**src/sv/usd_pkg.sv**
```systemverilog
// usd_pkg: word types, status codes and decoder state for the utf-8 stream decoder
`timescale 1ns / 1ps

package usd_pkg;

    // status codes carried with each result word
    localparam logic [1:0] STATUS_COMPLETE  = 2'd0;
    localparam logic [1:0] STATUS_TRUNCATED = 2'd1;
    localparam logic [1:0] STATUS_END       = 2'd2;

    // byte values that steer lead byte decoding
    localparam logic [7:0] FACE_ESCAPE = 8'h0A;
    localparam logic [7:0] LEAD_CONT   = 8'h80;
    localparam logic [7:0] LEAD_TWO    = 8'hC0;
    localparam logic [7:0] LEAD_THREE  = 8'hE0;
    localparam logic [7:0] LEAD_FOUR   = 8'hF0;
    localparam logic [7:0] LEAD_BAD    = 8'hF8;

    localparam logic [20:0] REPLACEMENT_CP = 21'h00003F;

    // one input word
    typedef struct packed {
        logic [7:0] data_byte;
        logic       end_of_text;
    } usd_in_word_t;

    // one result word
    typedef struct packed {
        logic [20:0] code_point;
        logic [1:0]  status;
        logic [15:0] char_count;
        logic        last_of_text;
    } usd_out_word_t;

    // decoder state carried between bytes
    typedef struct packed {
        logic [3:0]  bytes_left;
        logic        in_face_skip;
        logic [20:0] code_accum;
        logic [15:0] char_total;
    } usd_state_t;

    localparam usd_state_t STATE_RESET = '{
        bytes_left:   4'd0,
        in_face_skip: 1'b0,
        code_accum:   21'd0,
        char_total:   16'd0
    };

endpackage

```
**src/sv/usd_step.sv**
```systemverilog
// usd_step: per-byte decode and state update for the utf-8 stream decoder
`timescale 1ns / 1ps

module usd_step #(
    parameter int FACE_LEN   = 4,
    parameter int COUNT_BITS = 16
) (
    input  usd_pkg::usd_state_t    state,
    input  usd_pkg::usd_in_word_t  in_word,
    output usd_pkg::usd_state_t    state_next,
    output logic                   emit,
    output usd_pkg::usd_out_word_t out_word
);
    import usd_pkg::*;

    localparam int          CNT_W     = (COUNT_BITS < 16) ? COUNT_BITS : 16;
    localparam logic [15:0] COUNT_MAX = 16'((32'd1 << CNT_W) - 32'd1);
    localparam logic [3:0]  FACE_SKIP = 4'(FACE_LEN - 1);

    usd_state_t  nxt;
    logic        done;
    logic [3:0]  left_dec;
    logic [15:0] count_inc;
    logic [7:0]  b;

    assign b        = in_word.data_byte;
    assign left_dec = state.bytes_left - 4'd1;

    // symbol decode: lead byte or following byte
    always_comb
    begin
        nxt  = state;
        done = 1'b0;
        if (state.bytes_left == 4'd0)
        begin
            priority if (b == FACE_ESCAPE)
            begin
                nxt.bytes_left   = FACE_SKIP;
                nxt.in_face_skip = (FACE_SKIP != 4'd0);
            end
            else if (b < LEAD_CONT)
            begin
                nxt.code_accum = {13'd0, b};
                done           = 1'b1;
            end
            else if (b < LEAD_TWO)
            begin
                // stray continuation, nothing to do
            end
            else if (b < LEAD_THREE)
            begin
                nxt.code_accum = {16'd0, b[4:0]};
                nxt.bytes_left = 4'd1;
            end
            else if (b < LEAD_FOUR)
            begin
                nxt.code_accum = {17'd0, b[3:0]};
                nxt.bytes_left = 4'd2;
            end
            else if (b < LEAD_BAD)
            begin
                nxt.code_accum = {18'd0, b[2:0]};
                nxt.bytes_left = 4'd3;
            end
            else
            begin
                // 0xf8 and above, nothing to do
            end
        end
        else
        begin
            nxt.bytes_left = left_dec;
            if (state.in_face_skip)
            begin
                if (left_dec == 4'd0)
                begin
                    nxt.in_face_skip = 1'b0;
                end
            end
            else
            begin
                nxt.code_accum = {state.code_accum[14:0], b[5:0]};
                done           = (left_dec == 4'd0);
            end
        end
    end

    // saturating character count
    assign count_inc = (nxt.char_total != COUNT_MAX) ? nxt.char_total + 16'd1
                                                     : nxt.char_total;

    // result word and end of text handling
    always_comb
    begin
        emit       = 1'b0;
        out_word   = '{code_point: 21'd0, status: STATUS_END,
                       char_count: nxt.char_total, last_of_text: 1'b0};
        state_next = nxt;
        if (done)
        begin
            emit                  = 1'b1;
            out_word.code_point   = nxt.code_accum;
            out_word.status       = STATUS_COMPLETE;
            out_word.char_count   = count_inc;
            out_word.last_of_text = in_word.end_of_text;
            state_next.char_total = count_inc;
            if (in_word.end_of_text)
            begin
                state_next = STATE_RESET;
            end
        end
        else if (in_word.end_of_text)
        begin
            emit                  = 1'b1;
            out_word.last_of_text = 1'b1;
            if (nxt.bytes_left != 4'd0 && !nxt.in_face_skip)
            begin
                out_word.code_point = REPLACEMENT_CP;
                out_word.status     = STATUS_TRUNCATED;
                out_word.char_count = count_inc;
            end
            state_next = STATE_RESET;
        end
    end

endmodule

```
**src/sv/utf8_stream_decoder.sv**
```systemverilog
// utf8_stream_decoder: top level, input register, decode step and result register
//
//  channel | direction | handshake              | payload
//  byte    | in        | byte_valid, byte_stall | byte_word (data_byte, end_of_text)
//  char    | out       | char_valid, char_stall | char_word (code_point, status,
//          |           |                        |  char_count, last_of_text)
//
// one byte per cycle sustained while the result side does not stall; a byte passes
// through the input register and then the result register
// the decode state is updated in the same cycle that a byte moves to the result
// register, so the per-byte update is a single short pass
// rst_n clears the control state and the decode state; no clearing pass
// a stall on the result side holds both registers and stalls the byte side
// once the input register is full
`timescale 1ns / 1ps

module utf8_stream_decoder #(
    parameter int FACE_LEN   = 4,
    parameter int COUNT_BITS = 16
) (
    input  logic                   clk,
    input  logic                   rst_n,
    input  logic                   byte_valid,
    output logic                   byte_stall,
    input  usd_pkg::usd_in_word_t  byte_word,
    output logic                   char_valid,
    input  logic                   char_stall,
    output usd_pkg::usd_out_word_t char_word
);
    import usd_pkg::*;

    logic          in_valid_reg;
    usd_in_word_t  in_word_reg;
    usd_state_t    state_reg;
    usd_state_t    state_next;
    logic          out_valid_reg;
    usd_out_word_t out_word_reg;
    logic          emit;
    usd_out_word_t step_word;
    logic          advance;

    // result register free or draining this cycle
    assign advance    = !out_valid_reg || !char_stall;
    assign byte_stall = in_valid_reg && !advance;

    assign char_valid = out_valid_reg;
    assign char_word  = out_word_reg;

    usd_step #(
        .FACE_LEN   (FACE_LEN),
        .COUNT_BITS (COUNT_BITS)
    ) u_step (
        .state      (state_reg),
        .in_word    (in_word_reg),
        .state_next (state_next),
        .emit       (emit),
        .out_word   (step_word)
    );

    // input register
    always_ff @(posedge clk or negedge rst_n)
    begin
        if (!rst_n)
        begin
            in_valid_reg <= 1'b0;
        end
        else if (!byte_stall)
        begin
            in_valid_reg <= byte_valid;
        end
    end

    always_ff @(posedge clk)
    begin
        if (!byte_stall && byte_valid)
        begin
            in_word_reg <= byte_word;
        end
    end

    // decode state and result valid
    always_ff @(posedge clk or negedge rst_n)
    begin
        if (!rst_n)
        begin
            state_reg     <= STATE_RESET;
            out_valid_reg <= 1'b0;
        end
        else if (advance)
        begin
            out_valid_reg <= in_valid_reg && emit;
            if (in_valid_reg)
            begin
                state_reg <= state_next;
            end
        end
    end

    // result payload
    always_ff @(posedge clk)
    begin
        if (advance && in_valid_reg && emit)
        begin
            out_word_reg <= step_word;
        end
    end

endmodule

```
**config.mk**
```make
export PLATFORM = sky130hd
export DESIGN_NAME = utf8_stream_decoder
export DESIGN_NICKNAME = d
export VERILOG_FILES = /design/src/sv/usd_pkg.sv /design/src/sv/usd_step.sv /design/src/sv/utf8_stream_decoder.sv
export SDC_FILE = /design/constraint.sdc
export NUM_CORES = 1
export LEC_CHECK = 0
export BUFFER_PORTS_ARGS = -buffer_cell sky130_fd_sc_hd__buf_2
export CORE_MARGIN = 2
export CORE_UTILIZATION = 24
export DETAILED_ROUTE_END_ITERATION = 7
export GPL_ROUTABILITY_DRIVEN = 0
export HOLD_SLACK_MARGIN = 0.02
export PLACE_DENSITY = 0.4
export SLEW_MARGIN = 20
export SYNTH_ARGS = -nofsm -noshare
export SYNTH_HDL_FRONTEND = slang
export SYNTH_SLANG_ARGS = --single-unit
```
**constraint.sdc**
```tcl
create_clock -name clk -period 8.4 [get_ports clk]
set_input_delay 1.26 -clock clk [delete_from_list [all_inputs] [get_ports clk]]
set_output_delay 1.26 -clock clk [all_outputs]
set_load 0.05 [all_outputs]
```
Word-level counts from Yosys, hierarchy flattened
Cells that the tools add are included.
{ "classes": {"n_lt_le_gt_ge": 5, "n_addsub": 2, "eq_ne": 2, "n_reduce_logical": 19, "muxes": 30, "bitwise": 1} }
{ "ops": {"columns": ["op", "n"], "rows": [
  ["$mux 21", 7],
  ["$mux 42", 3],
  ["$mux 40", 2],
  ["$lt 8x8->1 const B", 5],
  ["$mux 26", 1],
  ["$mux 24", 1],
  ["$mux 4", 6],
  ["$add 16x1->16 const B", 1],
  ["$mux 16", 1],
  ["$ne 16x16->1 const B", 1],
  ["$mux 1", 9],
  ["$eq 8x4->1 const B", 1],
  ["$logic_not 4->1", 2],
  ["$logic_and 1x1->1", 6],
  ["$logic_not 1->1", 5],
  ["$reduce_bool 4->1", 1],
  ["$sub 4x1->4 const B", 1],
  ["$reduce_and 3->1", 1],
  ["$reduce_and 2->1", 1],
  ["$reduce_bool 2->1", 1],
  ["$reduce_or 2->1", 1],
  ["$logic_or 1x1->1", 1],
  ["$not 1->1", 1]
]} }
{ "word_totals": {"wordCells": 72, "ff_bits": 93, "input_bits": 13} }

Longest topological paths before layout
Gate-level depths: netlist of the first run.
{ "depth": {"ltp_word": 13, "mapped_depth": 11, "depth_no_buf": 10} }

Modules after synthesis
From an unflattened synthesis of the first run, not the netlist that was laid out.
{ "unflattened": {"cells_unflattened": 405, "hier_area_um2": 4714.5} }
{ "by_module_without_submodules": {"columns": ["module", "cells_per_inst", "area_per_inst_um2", "instances", "seq_area_each_um2"], "rows": [
  ["utf8_stream_decoder", 148, 3146.8, 1, 2572.5],
  ["usd_step", 257, 1567.8, 1, 0.0]
]} }

Worst setup path before layout of the first run
No wires, ideal clock.
{ "synth_path": {"path_kind": "register to register", "start": "reg state_reg[38] in the netlist's numbering", "end": "reg state_reg[13] in the netlist's numbering", "path_slack_ns": 5.153, "setup_ns": 0.121, "n_path_buf": 0, "synth_period_minus_slack_ns": 3.247, "t_arrival_ns": 3.126, "stages_incl_launch_ff": 10, "required_time_ns": 8.279, "path_cell_list": "dfrtp_1 inv_1 ha_1 or3b_4 or3_4 nand2_1 o21ai_1 inv_1 o21ai_0 a22o_1"} }
{ "synth_between": {"elab_chain_cells": 6, "word_cells_on_any_way": 8} }
{ "synth_lines": {"columns": ["element", "line", "rtl"], "rows": [
  ["start, declared", "utf8_stream_decoder.sv:34", "usd_state_t state_reg;"],
  ["start signal, assigned", "utf8_stream_decoder.sv:94", "state_reg <= state_next;"],
  ["$sub 4x1->4", "usd_step.sv:27", "assign left_dec = state.bytes_left - 4'd1;"],
  ["$logic_not 4->1", "usd_step.sv:83", "done = (left_dec == 4'd0);"],
  ["$mux 1", "usd_step.sv:73", "if (state.in_face_skip)"],
  ["$mux 1 *", "usd_step.sv:34", "if (state.bytes_left == 4'd0)"],
  ["$reduce_bool 2->1 (no line)", null, null],
  ["$reduce_and 3->1 (no line)", null, null]
]} }
Mark *: on every way between the ends. The rest lies on a longest branch, timed or not.
A chain may end at the register's enable or synchronous reset.

Worst setup path in the final report of the first run
{ "layout_path": {"start": "reg state_reg[38] in the netlist's numbering", "end": "reg state_reg[15] in the netlist's numbering"} }
Same word-level chain as after synthesis.

==> results.yml, run 1 <==
run_status:
  status: "completed"
cts:
  clkTransAtPathRegs_ps: 60
  cts.repair.resized: 0
  ctsLongestPathBuffers: 2
  post-cts-setup-buffer-count: 0
  ctsHoldBuffers: 0
  cts_sinks: 93
  cts_tree: "yes"
  worst_skew_pair.late_latency_ps: 340
  htreeDepth: 3
  root_buffer: "clkbuf_16"
  numCtsBuffers: 9
power:
  pwr-share-comb: 0.386
  swShare: 0.425
  p_per_area_mw_per_mm2: 349
  p_sw_uw: 770
  ir_drop_mv: 0.192
  power_leakage_uw: 0.00204
  seq_power_share: 0.375
  p_int_uw: 1040
  clkPwrFrac: 0.239
  finalPower_uw: 1810
yosys:
  ys_seq_elements: 93
  synth_top_cell_by_area: "edfxtp_1"
  yosysMostFrequentCell: "nand2_1"
  netlist_top_cells_count: "68 x nand2_1, 49 x edfxtp_1, 44 x dfrtp_1"
  synth_edf_count: 49
  synth-main-ff-cell: "edfxtp_1"
  yosys_warnings: 0
  synth_area_leaders: "edfxtp_1 34%, dfrtp_1 25%, nand2_1 5.8%"
  netlist_instances: 410
  synth_top_area_share: 0.335
  synth_area_per_cell_um2: 10.7
  netlist_area_mm2: 0.00439
  ys_seq_area_frac: 0.586
  syn_nets: 426
  ys_async_sr_fraction: 0.473
  synth.distinct_cells: 53
detailed_routing:
  top_layer: "met4"
  dr_wl_met3_um: 556
  postRouteAntennaNets: 0
  vias: 3254
  drt_iter0_drc: 375
  routed_wl_um: 10500
  drc_errors: 0
  post_drt_wl_per_cell_um: 15.3
  wl_met2_um: 4590
  met1_length_um: 5200
  firstDrtPassIters: 5
  viasPerCell: 4.71
sta:
  rsz0062_at_grt: "false"
  fmax_mhz: 271
  setup_violations: 0
  fin_worst_skew_ps: 7.24
  max-slew-margin-rel: 0.322
  min_period_ps: 3690
  hold_violations: 0
  setup_tns_ps: 0
  post-route-period-util: 0.439
  slew_violations: 0
  tightest_slew_ps: 1010
place:
  detailed_place_hpwl_um: 7110
  placed_area_mm2: 0.00486
  place_inst: 675
  port_buffers: 54
floorplan:
  row_count: 49
  initial_core_util: 0.244
  die_h_um: 139
  core_region_area_mm2: 0.0180
  pin_count: 55
  die_area_mm2: 0.0194
  die_w_um: 139
critical_path:
  cp-end-kind: "flop"
  cp_cell_sequence: "inv_1, ha_1, or4_4, nand2_1, nand4b_4, nand2_1, o21ai_2, inv_1, buf_4, o21ai_0, a22o_1"
  critPathMaxStageDelay_ps: 510
  worst_r2r_endpoint: "state_reg[15]"
  worstSetupPathType: "flop to flop"
  required_ps: 8630
  worstRegToRegCells: 11
  worstReg2RegStart: "state_reg[38]"
  worst-path-buf-inv: 3
  crit_slowest_cell: "or4_4"
  arrival_ps: 3920
  cp_top_family: "simple AND/OR/NAND/NOR gates"
  r2r_slack_ps: 4710
  path_max_fanout: 33
  start_kind: "flop"
worst_hold_path:
  whs_endpoint: "state_reg[35]"
  whs_path_depth: 1
  min-delay-path-class: "flop to flop"
  hold_start: "state_reg[35]"
global_route:
  grt_pass1_vias: 3189
  grt_pass1_wl_um: 17400
  grt_start_max_net_pins: 45
  grtUsageTotal: 0.113
  grt_remaining_overflow: 0
  antenna_found_initial: 0
finish:
  finish.utilization: 0.289
  nets: 473
  syn_to_final_growth_pct: 18.1
  final_cell_area_mm2: 0.00518
  largest_register_ffs: 42
  drive_gt1_frac: 0.188
  fin_cells: 691
  antenna_cells: 0
job:
  maxCapViolations: 0
## layer usage
metal  track usage  vias to the layer above
met4        0.0436                        0
met3        0.0286                       16
li1              -                     1586
met5             0                        -
met1         0.162                     1558
met2         0.164                       94
## how the worst max path moves through the flow
| stage | endpoint | slack, ps | start | cells after the start |
|---|---|---|---|---|
| after global placement | state_reg[15] | 4470 | state_reg[38] | 11 |
| after detailed placement | state_reg[15] | 4400 | state_reg[38] | 11 |
| after CTS | state_reg[15] | 4370 | state_reg[38] | 11 |
| after global routing | state_reg[13] | 4260 | state_reg[38] | 11 |
| after floorplan | state_reg[13] | 5150 | state_reg[38] | 9 |
| final | state_reg[15] | 4710 | state_reg[38] | 11 |
## through the flow
stage                     worst slack [ps]  hold slack [ps]
after floorplan                       5150              424
after global placement                4470              482
after detailed placement              4400              481
after CTS                             4370              505
after global routing                  4260              521
final                                 4710              500
## layout make-up
type                            count  area [um^2]
Fill cell                        1880        12800
Sequential cell                    93         2570
Multi-Input combinational cell    287         1680
Timing Repair Buffer               56          288
Tap cell                          229          287
Clock buffer                       10          229
Clock inverter                      6         87.6
Inverter                           10         37.5
## power groups by stage
stage	registers (uW)	clock network, uW	logic [uW]
after floorplan	871	0	352
after global placement	686	0	705
after detailed placement	689	0	703
after CTS	681	448	706
after global routing	694	467	761
final	680	433	699
## placed cells by master, fill, tap and decap left out, drive strengths merged, types with 2 or more instances in the layout
| master | count |
|---|---|
| a211oi | 2 |
| a21o | 3 |
| a21oi | 36 |
| a22o | 19 |
| a31oi | 7 |
| and2 | 7 |
| and3 | 6 |
| and4 | 5 |
| buf | 56 |
| bufinv | 2 |
| clkbuf | 10 |
| clkinvlp | 3 |
| dfrtp | 44 |
| edfxtp | 49 |
| ha | 3 |
| inv | 10 |
| mux2i | 3 |
| nand2 | 69 |
| nand2b | 3 |
| nand3 | 11 |
| nand3b | 2 |
| nand4 | 2 |
| nor2 | 30 |
| nor3 | 3 |
| o21ai | 39 |
| o21ba | 2 |
| o22ai | 2 |
| o31ai | 5 |
| xnor2 | 11 |
## kinds of logic (layout without fill, tap and decap cells)
| family | Yosys count | in the layout | synth area share |
|---|---|---|---|
| xor gates and xnor gates | 11 | 11 | 0.0219 |
| adders and majority gates | 3 | 3 | 0.00855 |
| DFF | 93 | 93 | 0.586 |
| buffers and inverters | 30 | 82 | 0.0322 |
| and+or+nand+nor | 146 | 146 | 0.164 |
| muxes | 4 | 4 | 0.0103 |
| AOI/OAI and AO/OA | 123 | 123 | 0.178 |
Power figures use the tool's default switching activity.
==> run 2, diff against run 1 <==
Settings changed: PLACE_DENSITY 0.4 to 0.41.
Clock period 8.4 ns to 3.27 ns, I/O delays scaled along.
==> run 2 against run 1 <==
Against the previous run: fmax is 22% higher; worst setup slack got worse by 4500 ps; critical path depth shrank 1; die area did not move; clock skew is 3.8 ps higher; sequential share of layout area decreased by 0.58 points; cell area up 1.2%; total power rose to 2.6 times the previous value; critical path type unchanged; critical endpoint is now char_word[9].
==> results.yml, run 2 (synthesis gave the netlist of run 1 again) <==
run_status:
  status: "completed"
critical_path:
  worstSetupPathType: "flop to flop"
  worstReg2RegStart: "state_reg[38]"
  cp-end-kind: "flop"
  start_kind: "flop"
  required_ps: 3360
  arrival_ps: 3120
  startpoint: "state_reg[38]"
  path_max_fanout: 11
place:
  post-place-ws_ps: 230
  detailed_place_hpwl_um: 7500
  port_buffers: 54
  place_inst: 686
  placed_area_mm2: 0.00495
sta:
  rsz0062_at_grt: "false"
  fin_worst_skew_ps: 11.0
  slew_violations: 0
  hold_slack_ps: 122
  setup_violations: 0
  fmax_mhz: 330
  setup_ws_ps: 240
  setup_tns_ps: 0
  post-route-period-util: 0.927
  tightest_slew_ps: 575
  hold_violations: 0
  max-slew-margin-rel: 0.613
  min_period_ps: 3030
cts:
  worst_skew_pair.late_latency_ps: 360
  clkTransAtPathRegs_ps: 70
  post-cts-setup-buffer-count: 0
  htreeDepth: 3
  cts_tree: "yes"
  ctsHoldBuffers: 0
  numCtsBuffers: 9
  ctsLongestPathBuffers: 2
  cts.repair.resized: 0
  root_buffer: "clkbuf_16"
  cts_sinks: 93
power:
  ir_drop_mv: 0.352
  clkPwrFrac: 0.226
  swShare: 0.427
  power_leakage_uw: 0.00209
  pwr-share-comb: 0.401
  seq_power_share: 0.374
  p_int_uw: 2690
  p_per_area_mw_per_mm2: 895
  p_sw_uw: 2010
detailed_routing:
  drt_iter0_drc: 257
  post_drt_wl_per_cell_um: 15.4
  drc_errors: 0
  viasPerCell: 4.65
  firstDrtPassIters: 4
  routed_wl_um: 10800
  vias: 3264
  dr_wl_met3_um: 464
  wl_met2_um: 4770
  met1_length_um: 5380
  top_layer: "met4"
  postRouteAntennaNets: 0
floorplan:
  die_area_mm2: 0.0194
  initial_core_util: 0.244
  core_region_area_mm2: 0.0180
  row_count: 49
  die_w_um: 139
  die_h_um: 139
  pin_count: 55
global_route:
  grt_pass1_wl_um: 17300
  grt_pass1_vias: 3121
  grt_start_max_net_pins: 30
  grt_remaining_overflow: 0
  antenna_found_initial: 0
  grtUsageTotal: 0.114
finish:
  syn_to_final_growth_pct: 19.5
  nets: 484
  drive_gt1_frac: 0.201
  final_cell_area_mm2: 0.00525
  fin_cells: 702
  layout.cells.most_common: "nand2_1"
  antenna_cells: 0
  largest_register_ffs: 42
  final_cell_mix: "68 x nand2_1, 54 x buf_2, 49 x edfxtp_1"
job:
  maxCapViolations: 0
worst_hold_path:
  min-delay-path-class: "input pin to async pin"
run 2: critical path: stages (launching register included):
cell,delay (ps)
dfrtp_1,440
inv_1,110
ha_1,290
or4_4,510
nand2_1,180
a41oi_1,170
and3_1,250
a31oi_4,360
buf_4,230
nand3_1,90
xnor2_1,150
run 2: power groups by stage:
stage / Sequential [uW] / Clock [uW] / Combinational [uW]
after floorplan: 2240 / 0 / 904
after global placement: 1770 / 0 / 1900
after detailed placement: 1780 / 0 / 1900
after CTS: 1760 / 1100 / 1910
after global routing: 1790 / 1140 / 2040
final: 1750 / 1060 / 1880
run 2: metrics by stage:
| stage | util | total power, uW |
|---|---|---|
| floorplan | - | 3140 |
| global placement | 0.276 | 3670 |
| detailed placement | 0.276 | 3680 |
| CTS | 0.292 | 4760 |
| global route | 0.292 | 4960 |
| finish | 0.292 | 4700 |
run 2: per-layer routing:
layer  vias up  global-route usage
li1       1606                   -
met1      1575               0.163
met2        74               0.164
met3         9              0.0255
met4         0              0.0510
met5         -                   0
run 2: worst paths after layout:
path                                  end  slack, ps  depth (start not counted)
max                          char_word[9]        240                         10
min                          state_reg[1]        120                          1
max reg2reg                  char_word[9]        240                         10
min reg2reg                 state_reg[35]        500                          1
max in group asynchronous   state_reg[18]       2420                          2
min in group clk           in_word_reg[6]        310                          1
run 2: layout make-up:
class | count | area [um^2]
Fill cell | 1850 | 12700
Sequential cell | 93 | 2570
Multi-Input combinational cell | 287 | 1680
Timing Repair Buffer | 67 | 380
Tap cell | 229 | 287
Clock buffer | 11 | 233
Clock inverter | 5 | 58.8
Inverter | 10 | 37.5
